===== src/hdl/ipc_pkg.sv =====
`timescale 1ns / 1ps
// ----------------------------------------------------------------------------
// ipc_pkg
// Shared types and constants for the incremental PI controller: command
// codes, register indexes, sequencer states and fixed arithmetic widths.
// ----------------------------------------------------------------------------
package ipc_pkg;

  // Default datapath width and gain fraction bits.
  localparam int IPC_DATA_WIDTH     = 16;
  localparam int IPC_GAIN_FRAC_BITS = 8;

  // Fixed register field widths.
  localparam int GAIN_W   = 16;
  localparam int PERIOD_W = 16;
  localparam int LIMIT_W  = 15;

  // The sample period is Q0.16, so ki*dt is shifted right by this amount.
  localparam int PERIOD_SHIFT = 16;

  // Multiplier A operand: kp + ki*dt is given two bits more than a gain.
  localparam int MUL_A_W = GAIN_W + 2;

  // Configuration bus.
  localparam int CFG_ADDR_W = 4;
  localparam int CFG_DATA_W = 32;

  // Reset value of the output limit.
  localparam logic [LIMIT_W-1:0] LIMIT_RESET = {LIMIT_W{1'b1}};

  typedef enum logic [1:0] {
    CMD_UPDATE = 2'd0,
    CMD_INIT   = 2'd1,
    CMD_CLEAR  = 2'd2,
    CMD_MERGE  = 2'd3
  } ipc_cmd_t;

  typedef enum logic [1:0] {
    REG_PROP_GAIN     = 2'd0,
    REG_INTEG_GAIN    = 2'd1,
    REG_SAMPLE_PERIOD = 2'd2,
    REG_OUTPUT_LIMIT  = 2'd3
  } ipc_reg_t;

  typedef enum logic [2:0] {
    ST_IDLE,
    ST_KID,
    ST_GAIN,
    ST_ADD_G,
    ST_SUB_P,
    ST_FIN
  } ipc_state_t;

endpackage


===== src/hdl/ipc_mul.sv =====
`timescale 1ns / 1ps
// ----------------------------------------------------------------------------
// ipc_mul
// Shared signed multiplier with a registered product. The sequencer in the
// top level feeds it one operand pair per cycle when enabled.
// ----------------------------------------------------------------------------
module ipc_mul #(
  parameter int B_WIDTH = ipc_pkg::IPC_DATA_WIDTH + 1
) (
  input  logic                                    clk,
  input  logic                                    en,
  input  logic signed [ipc_pkg::MUL_A_W-1:0]      a,
  input  logic signed [B_WIDTH-1:0]               b,
  output logic signed [ipc_pkg::MUL_A_W+B_WIDTH-1:0] p_r
);

  localparam int PW = ipc_pkg::MUL_A_W + B_WIDTH;

  logic signed [PW-1:0] p_nxt;

  // Full-width signed product.
  always_comb begin
    p_nxt = PW'(a) * PW'(b);
  end

  // Product register, held while the unit is not in use.
  always_ff @(posedge clk) begin
    if (en) begin
      p_r <= p_nxt;
    end
  end

endmodule


===== src/hdl/incremental_pi_controller_top.sv =====
`timescale 1ns / 1ps
// ----------------------------------------------------------------------------
// incremental_pi_controller_top
// Velocity-form PI controller with a symmetric output clamp, built around
// one shared multiplier driven by a small sequencer.
// ----------------------------------------------------------------------------
//  Channel   Direction  Handshake              Word
//  in_*      input      in_valid / in_ready    command, setpoint, measurement,
//                                              preset value
//  out_*     output     out_valid / out_ready  control output
//  APB       input      psel, penable, pwrite  four control registers
//
//  An update steps the sequencer through ST_KID, ST_GAIN, ST_ADD_G, ST_SUB_P
//  and ST_FIN (ST_GAIN, ST_ADD_G, ST_FIN on the first update after reset or
//  init; init, clear and merge go straight to ST_FIN), as the one multiplier
//  forms ki*dt, (kp + ki*dt)*e and kp*e_prev one after the other. in_ready
//  returns as the result is loaded into the output register, so no new word
//  is taken while one is in work. A stalled output holds the sequencer in its final state.
//  Reset is synchronous, active low, and clears the held output and error.
// ----------------------------------------------------------------------------
module incremental_pi_controller_top #(
  parameter int DATA_WIDTH     = ipc_pkg::IPC_DATA_WIDTH,
  parameter int GAIN_FRAC_BITS = ipc_pkg::IPC_GAIN_FRAC_BITS
) (
  input  logic                                clk,
  input  logic                                rst_n,

  input  logic                                in_valid,
  output logic                                in_ready,
  input  logic [1:0]                          in_command,
  input  logic signed [DATA_WIDTH-1:0]        in_setpoint,
  input  logic signed [DATA_WIDTH-1:0]        in_measurement,
  input  logic signed [DATA_WIDTH-1:0]        in_preset_value,

  output logic                                out_valid,
  input  logic                                out_ready,
  output logic signed [DATA_WIDTH-1:0]        out_control_output,

  input  logic                                psel,
  input  logic                                penable,
  input  logic                                pwrite,
  input  logic [ipc_pkg::CFG_ADDR_W-1:0]      paddr,
  input  logic [ipc_pkg::CFG_DATA_W-1:0]      pwdata,
  output logic [ipc_pkg::CFG_DATA_W-1:0]      prdata,
  output logic                                pready
);

  localparam int GW   = ipc_pkg::GAIN_W;
  localparam int TW   = ipc_pkg::PERIOD_W;
  localparam int LW   = ipc_pkg::LIMIT_W;
  localparam int CDW  = ipc_pkg::CFG_DATA_W;
  localparam int AW_A = ipc_pkg::MUL_A_W;
  localparam int EW   = DATA_WIDTH + 1;
  localparam int BW   = (EW > TW + 1) ? EW : TW + 1;
  localparam int PW   = AW_A + BW;
  localparam int ACW  = DATA_WIDTH + 20;

  // --------------------------------------------------------------------------
  // Control registers
  // --------------------------------------------------------------------------
  logic signed [GW-1:0] prop_gain_r;
  logic signed [GW-1:0] integ_gain_r;
  logic        [TW-1:0] sample_period_r;
  logic        [LW-1:0] output_limit_r;
  logic                 cfg_wr;
  ipc_pkg::ipc_reg_t    cfg_idx;

  assign pready  = 1'b1;
  assign cfg_wr  = psel && penable && pwrite && pready;
  assign cfg_idx = ipc_pkg::ipc_reg_t'(paddr[3:2]);

  // Register writes happen on the access cycle.
  always_ff @(posedge clk) begin
    if (!rst_n) begin
      prop_gain_r     <= '0;
      integ_gain_r    <= '0;
      sample_period_r <= '0;
      output_limit_r  <= ipc_pkg::LIMIT_RESET;
    end else if (cfg_wr) begin
      case (cfg_idx)
        ipc_pkg::REG_PROP_GAIN:     prop_gain_r     <= pwdata[GW-1:0];
        ipc_pkg::REG_INTEG_GAIN:    integ_gain_r    <= pwdata[GW-1:0];
        ipc_pkg::REG_SAMPLE_PERIOD: sample_period_r <= pwdata[TW-1:0];
        ipc_pkg::REG_OUTPUT_LIMIT:  output_limit_r  <= pwdata[LW-1:0];
        default: ;
      endcase
    end
  end

  // Register read-back.
  always_comb begin
    case (cfg_idx)
      ipc_pkg::REG_PROP_GAIN:     prdata = {{(CDW-GW){1'b0}}, prop_gain_r};
      ipc_pkg::REG_INTEG_GAIN:    prdata = {{(CDW-GW){1'b0}}, integ_gain_r};
      ipc_pkg::REG_SAMPLE_PERIOD: prdata = {{(CDW-TW){1'b0}}, sample_period_r};
      ipc_pkg::REG_OUTPUT_LIMIT:  prdata = {{(CDW-LW){1'b0}}, output_limit_r};
      default:                    prdata = '0;
    endcase
  end

  // --------------------------------------------------------------------------
  // Controller state and sequencer registers
  // --------------------------------------------------------------------------
  ipc_pkg::ipc_state_t         state_r, state_nxt;
  ipc_pkg::ipc_cmd_t           cmd_r, cmd_nxt;
  logic signed [EW-1:0]        err_r, err_nxt;
  logic signed [ACW-1:0]       acc_r, acc_nxt;
  logic signed [DATA_WIDTH-1:0] last_out_r, last_out_nxt;
  logic signed [EW-1:0]        last_err_r, last_err_nxt;
  logic                        first_r, first_nxt;
  logic                        out_valid_r, out_valid_nxt;
  logic signed [DATA_WIDTH-1:0] out_data_r, out_data_nxt;

  // Shared multiplier operands.
  logic                        mul_en;
  logic signed [AW_A-1:0]      mul_a;
  logic signed [BW-1:0]        mul_b;
  logic signed [PW-1:0]        prod_r;

  ipc_mul #(
    .B_WIDTH (BW)
  ) u_mul (
    .clk (clk),
    .en  (mul_en),
    .a   (mul_a),
    .b   (mul_b),
    .p_r (prod_r)
  );

  // Product scaled back from the gain format, and the combined gain.
  logic signed [PW-1:0]   prod_frac;
  logic signed [PW-1:0]   prod_kid;
  logic signed [ACW-1:0]  term;
  logic signed [AW_A-1:0] gain_sum;
  logic                   in_acc;
  logic                   out_load;

  assign prod_frac = prod_r >>> GAIN_FRAC_BITS;
  assign prod_kid  = prod_r >>> ipc_pkg::PERIOD_SHIFT;
  assign term      = ACW'(prod_frac);
  assign gain_sum  = AW_A'(prop_gain_r) + AW_A'(prod_kid);

  assign in_ready  = (state_r == ipc_pkg::ST_IDLE);
  assign in_acc    = in_valid && in_ready;
  assign out_load  = (state_r == ipc_pkg::ST_FIN) && (!out_valid_r || out_ready);

  // Clamp of the update sum: first to the limit, then to the data range.
  logic signed [ACW-1:0] lim_pos, lim_neg, dmax, dmin, clamp1, clamp2;

  assign lim_pos = ACW'(signed'({1'b0, output_limit_r}));
  assign lim_neg = -lim_pos;
  assign dmax    = ACW'(signed'({1'b0, {(DATA_WIDTH-1){1'b1}}}));
  assign dmin    = -dmax - ACW'(1);

  always_comb begin
    if (acc_r > lim_pos) begin
      clamp1 = lim_pos;
    end else if (acc_r < lim_neg) begin
      clamp1 = lim_neg;
    end else begin
      clamp1 = acc_r;
    end
    if (clamp1 > dmax) begin
      clamp2 = dmax;
    end else if (clamp1 < dmin) begin
      clamp2 = dmin;
    end else begin
      clamp2 = clamp1;
    end
  end

  // Sequencer: next state, multiplier control and datapath updates.
  always_comb begin
    state_nxt     = state_r;
    cmd_nxt       = cmd_r;
    err_nxt       = err_r;
    acc_nxt       = acc_r;
    last_out_nxt  = last_out_r;
    last_err_nxt  = last_err_r;
    first_nxt     = first_r;
    out_valid_nxt = out_valid_r;
    out_data_nxt  = out_data_r;
    mul_en        = 1'b0;
    mul_a         = AW_A'(prop_gain_r);
    mul_b         = BW'(err_r);

    // The consumer takes the waiting word.
    if (out_valid_r && out_ready) begin
      out_valid_nxt = 1'b0;
    end

    case (state_r)
      ipc_pkg::ST_IDLE: begin
        if (in_acc) begin
          cmd_nxt = ipc_pkg::ipc_cmd_t'(in_command);
          err_nxt = EW'(in_setpoint) - EW'(in_measurement);
          case (ipc_pkg::ipc_cmd_t'(in_command))
            ipc_pkg::CMD_UPDATE: begin
              acc_nxt   = ACW'(last_out_r);
              state_nxt = first_r ? ipc_pkg::ST_GAIN : ipc_pkg::ST_KID;
            end
            ipc_pkg::CMD_CLEAR: begin
              acc_nxt   = '0;
              state_nxt = ipc_pkg::ST_FIN;
            end
            default: begin
              acc_nxt   = ACW'(in_preset_value);
              state_nxt = ipc_pkg::ST_FIN;
            end
          endcase
        end
      end

      // ki * dt
      ipc_pkg::ST_KID: begin
        mul_en    = 1'b1;
        mul_a     = AW_A'(integ_gain_r);
        mul_b     = BW'(signed'({1'b0, sample_period_r}));
        state_nxt = ipc_pkg::ST_GAIN;
      end

      // (kp + ki*dt) * e, or kp * e on the first update.
      ipc_pkg::ST_GAIN: begin
        mul_en    = 1'b1;
        mul_a     = first_r ? AW_A'(prop_gain_r) : gain_sum;
        mul_b     = BW'(err_r);
        state_nxt = ipc_pkg::ST_ADD_G;
      end

      // Add the gain term and, unless this is the first update, start kp * e_prev.
      ipc_pkg::ST_ADD_G: begin
        acc_nxt   = acc_r + term;
        mul_en    = !first_r;
        mul_a     = AW_A'(prop_gain_r);
        mul_b     = BW'(last_err_r);
        state_nxt = first_r ? ipc_pkg::ST_FIN : ipc_pkg::ST_SUB_P;
      end

      // Subtract the previous proportional term.
      ipc_pkg::ST_SUB_P: begin
        acc_nxt   = acc_r - term;
        state_nxt = ipc_pkg::ST_FIN;
      end

      // Load the output word and commit the controller state.
      ipc_pkg::ST_FIN: begin
        if (out_load) begin
          out_valid_nxt = 1'b1;
          state_nxt     = ipc_pkg::ST_IDLE;
          case (cmd_r)
            ipc_pkg::CMD_UPDATE: begin
              out_data_nxt = clamp2[DATA_WIDTH-1:0];
              last_out_nxt = clamp2[DATA_WIDTH-1:0];
              last_err_nxt = err_r;
              first_nxt    = 1'b0;
            end
            ipc_pkg::CMD_INIT: begin
              out_data_nxt = acc_r[DATA_WIDTH-1:0];
              last_out_nxt = acc_r[DATA_WIDTH-1:0];
              first_nxt    = 1'b1;
            end
            ipc_pkg::CMD_CLEAR: begin
              out_data_nxt = '0;
              last_out_nxt = '0;
              last_err_nxt = '0;
              first_nxt    = 1'b0;
            end
            default: begin
              out_data_nxt = acc_r[DATA_WIDTH-1:0];
              last_out_nxt = acc_r[DATA_WIDTH-1:0];
            end
          endcase
        end
      end

      default: begin
        state_nxt = ipc_pkg::ST_IDLE;
      end
    endcase
  end

  // Control state, initialised by reset.
  always_ff @(posedge clk) begin
    if (!rst_n) begin
      state_r     <= ipc_pkg::ST_IDLE;
      out_valid_r <= 1'b0;
      last_out_r  <= '0;
      last_err_r  <= '0;
      first_r     <= 1'b1;
    end else begin
      state_r     <= state_nxt;
      out_valid_r <= out_valid_nxt;
      last_out_r  <= last_out_nxt;
      last_err_r  <= last_err_nxt;
      first_r     <= first_nxt;
    end
  end

  // Working registers of the current word.
  always_ff @(posedge clk) begin
    cmd_r      <= cmd_nxt;
    err_r      <= err_nxt;
    acc_r      <= acc_nxt;
    out_data_r <= out_data_nxt;
  end

  assign out_valid          = out_valid_r;
  assign out_control_output = out_data_r;

endmodule


===== config.mk =====
export PLATFORM = sky130hd
export DESIGN_NAME = incremental_pi_controller_top
export DESIGN_NICKNAME = d
export VERILOG_FILES = /design/src/hdl/ipc_pkg.sv /design/src/hdl/ipc_mul.sv /design/src/hdl/incremental_pi_controller_top.sv
export SDC_FILE = /design/constraint.sdc
export NUM_CORES = 2
export LEC_CHECK = 0
export BUFFER_PORTS_ARGS = -buffer_cell sky130_fd_sc_hd__buf_2
export CAP_MARGIN = 0
export CORE_MARGIN = 3
export CORE_UTILIZATION = 57
export DETAILED_ROUTE_END_ITERATION = 8
export PLACE_DENSITY = 0.82
export SYNTH_ARGS = -nofsm -noshare
export SYNTH_HDL_FRONTEND = slang
export SYNTH_SLANG_ARGS = --single-unit

===== constraint.sdc =====
create_clock -name clk -period 11.7 [get_ports clk]
set_input_delay 0.585 -clock clk [delete_from_list [all_inputs] [get_ports clk]]
set_output_delay 0.585 -clock clk [all_outputs]
set_load 0.005 [all_outputs]

==> flow_summary.yaml <==
drt:
  wl_per_cell_um: 20.8
  dr_wl_met2_um: 35400
  dr.first_iter.drc_count: 1975
  wl_met1_um: 28500
  drt_pre_antenna_iters: 6
  routed.top_layer: "met4"
  drc_errors: 0
  ant_nets: 0
  route.vias.total: 21600
  wirelength_um: 73600
  viasPerCell: 6.09
  wl_met3_um: 6500
setup_path:
  rr_worst_depth: 32
  arrival_ps: 9860
  r2r_slack_ps: 2040
  worstPathMaxFanout: 7
  crit_top_cell: "fa_1"
  worstSetupStartpoint: "u_mul.p_r[17]"
  start_kind: "flop"
  required_ps: 11900
  slowest_delay_ps: 780
  cp_slowest_cell: "a221oi_2"
  end_kind: "flop"
  crit_type: "flop to flop"
  timing.rr.start: "u_mul.p_r[17]"
  r2r_end: "u_mul.p_r[34]"
clocking:
  cts.path.max_buffers: 2
  cts_buffers: 17
  htreeDepth: 4
  clock-root-buffer: "clkbuf_16"
  cts_tree: "done"
  clock_latency_ps: 460
  ctsHoldBuffers: 0
  clkSinkCount: 199
  post_cts_resized: 0
  path_clk_slew_ps: 80
  post_cts_buffers: 0
place:
  place_ws_ps: 2250
  portBuffers: 108
  placed_area_sq_um: 26500
  place_hpwl_um: 58500
  gp_congestion: 0.964
  numPlacedInstances: 3512
synthesis:
  netlist_area_sq_um: 25500
  async_reset_ff_share_pct: 0
  ys_top_cells_by_count: "inv_1 (418), nand2_1 (365), fa_1 (308)"
  synth_edf_count: 98
  synth_area_per_cell_sq_um: 8.78
  synth-seq-area-share_pct: 19.5
  ys_warn_count: 0
  yosysMostFrequentCell: "inv_1"
  synth_top_area_share_pct: 24.2
  yosysTopAreaCell: "fa_1"
  netlist_top_cells_area: "fa_1 (24%), edfxtp_1 (12%), ha_1 (10%)"
  synth_ff_type: "dfxtp_1"
  syn_inst: 2901
  ys_ff_latch: 199
  synthDistinctLibCells: 97
sta:
  period_share_pct: 82.6
  finalMaxSlewViolations: 0
  skew_ps: 15.0
  rsz0062_at_grt: "false"
  fin_setup_tns_ps: 0
  clock.fmax_mhz: 103
  max-slew-margin-rel_pct: 15.2
  setup_viol: 0
  setup_slack_ps: 2040
  hold_ws_ps: 394
  hold_viol_final: 0
  max_slew.worst_pin.slew_ps: 1270
  post-route-min-period_ps: 9660
final_layout:
  nets: 3551
  syn_to_final_growth_pct: 6.38
  final_cells: 3545
  utilization_pct: 62.1
  final_area_sq_um: 27100
  nFillCells: 3555
  drive_above_1_share_pct: 8.08
pwr:
  power.leakage_nw: 12.7
  power.total_mw: 3.41
  irDropWorstVdd_mv: 0.184
  p_per_area_nw_per_um2: 126
floorplan:
  start_util_pct: 58.3
  row_count: 76
  die_w_um: 217
  die_y_um: 217
  core_area_sq_um: 43600
  boundaryPins: 144
  die_area_sq_um: 47200
flow_run:
  drv_cap: 0
global_route:
  grt_overflow_total: 0
  grt_pass1_wl_um: 117000
  grt_pass1_vias: 22000
  track_usage_pct: 31.5
  grt_start_max_net_pins: 78
  grt_antenna_before_repair: 0
run_status:
  status: "finished, final reports clean"
min_path:
  holdCritPathClass: "input port to flop"
  timing.hold.worst_path_depth: 3
  min_to: "sample_period_r[15]"
  hp-start: "pwdata[15]"
## layout by cell type, fill, tap and decap left out, types with 28 or more instances in the layout
master	instances
fa_1	308
a21o_1	59
and2_1	28
dfxtp_1	101
inv_1	417
a21oi_1	182
nand2_1	365
xnor2_1	80
nor3_1	41
o21ai_0	86
nand3_1	35
buf_2	108
xor2_1	43
ha_1	204
o21a_1	28
edfxtp_1	98
buf_4	41
mux2i_1	42
nor2_1	284
## worst max-delay path by stage
stage	endpoint	depth (start not counted)	slack (ps)
after floorplan	u_mul.p_r[34]	33	3000
after global placement	u_mul.p_r[34]	33	2450
after detailed placement	u_mul.p_r[34]	32	2250
after CTS	u_mul.p_r[34]	32	2210
after global routing	u_mul.p_r[34]	33	1710
final	u_mul.p_r[34]	32	2040
## routing by layer
metal	vias to the layer above	GRT usage, %
li1	9701	-
met5	-	0
met2	1021	52.4
met4	0	13.6
met3	194	4.57
met1	10700	41.2
## critical path: cells and delay by family (launching register included)
family,cells,cell delay (ps)
compound gates,16,4390
flops,1,480
xor+xnor,2,260
buf+inv,4,220
simple gates,2,240
fa+ha+maj,8,3810
## registers in the layout (all words and copies together) (netlist names)
register / count
sample_period_r: 16
u_mul.p_r: 27
output_limit_r: 15
acc_r: 36
cmd_r: 2
err_r: 17
first_r: 1
last_err_r: 17
integ_gain_r: 16
last_out_r: 16
state_r: 3
prop_gain_r: 16
out_valid: 1
out_control_output: 16
## area by class of cell
cell class                 count  area, sq um  share of cell area (%)
antenna                        1         2.50                 0.00924
clock buffer                  18          429                    1.58
clock inverter                14          155                   0.573
inverter                     419         1570                    5.81
multi-input combinational   2160        18400                    67.9
sequential                   199         4960                    18.3
tap                          585          732                    2.70
timing repair buffer         149          848                    3.13
## kinds of logic after synthesis
| logic type | after synthesis | share of synthesized area [%] |
|---|---|---|
| and+or+nand+nor | 894 | 15.8 |
| buffers and inverters | 557 | 8.66 |
| AOI/OAI and AO/OA | 547 | 14.1 |
| adders and majority gates | 514 | 34.3 |
| DFF | 199 | 19.5 |
| xor gates and xnor gates | 124 | 4.29 |
| muxes | 64 | 3.30 |
| other | 2 | 0.0295 |
## power breakdown
part           internal (mW)  total [mW]  switching (mW)
Sequential             0.865       0.988           0.124
Combinational          0.703        1.81            1.11
Clock                  0.288       0.609           0.321
Total                   1.86        3.41            1.56
No activity file was read; power rests on OpenSTA's default activity.
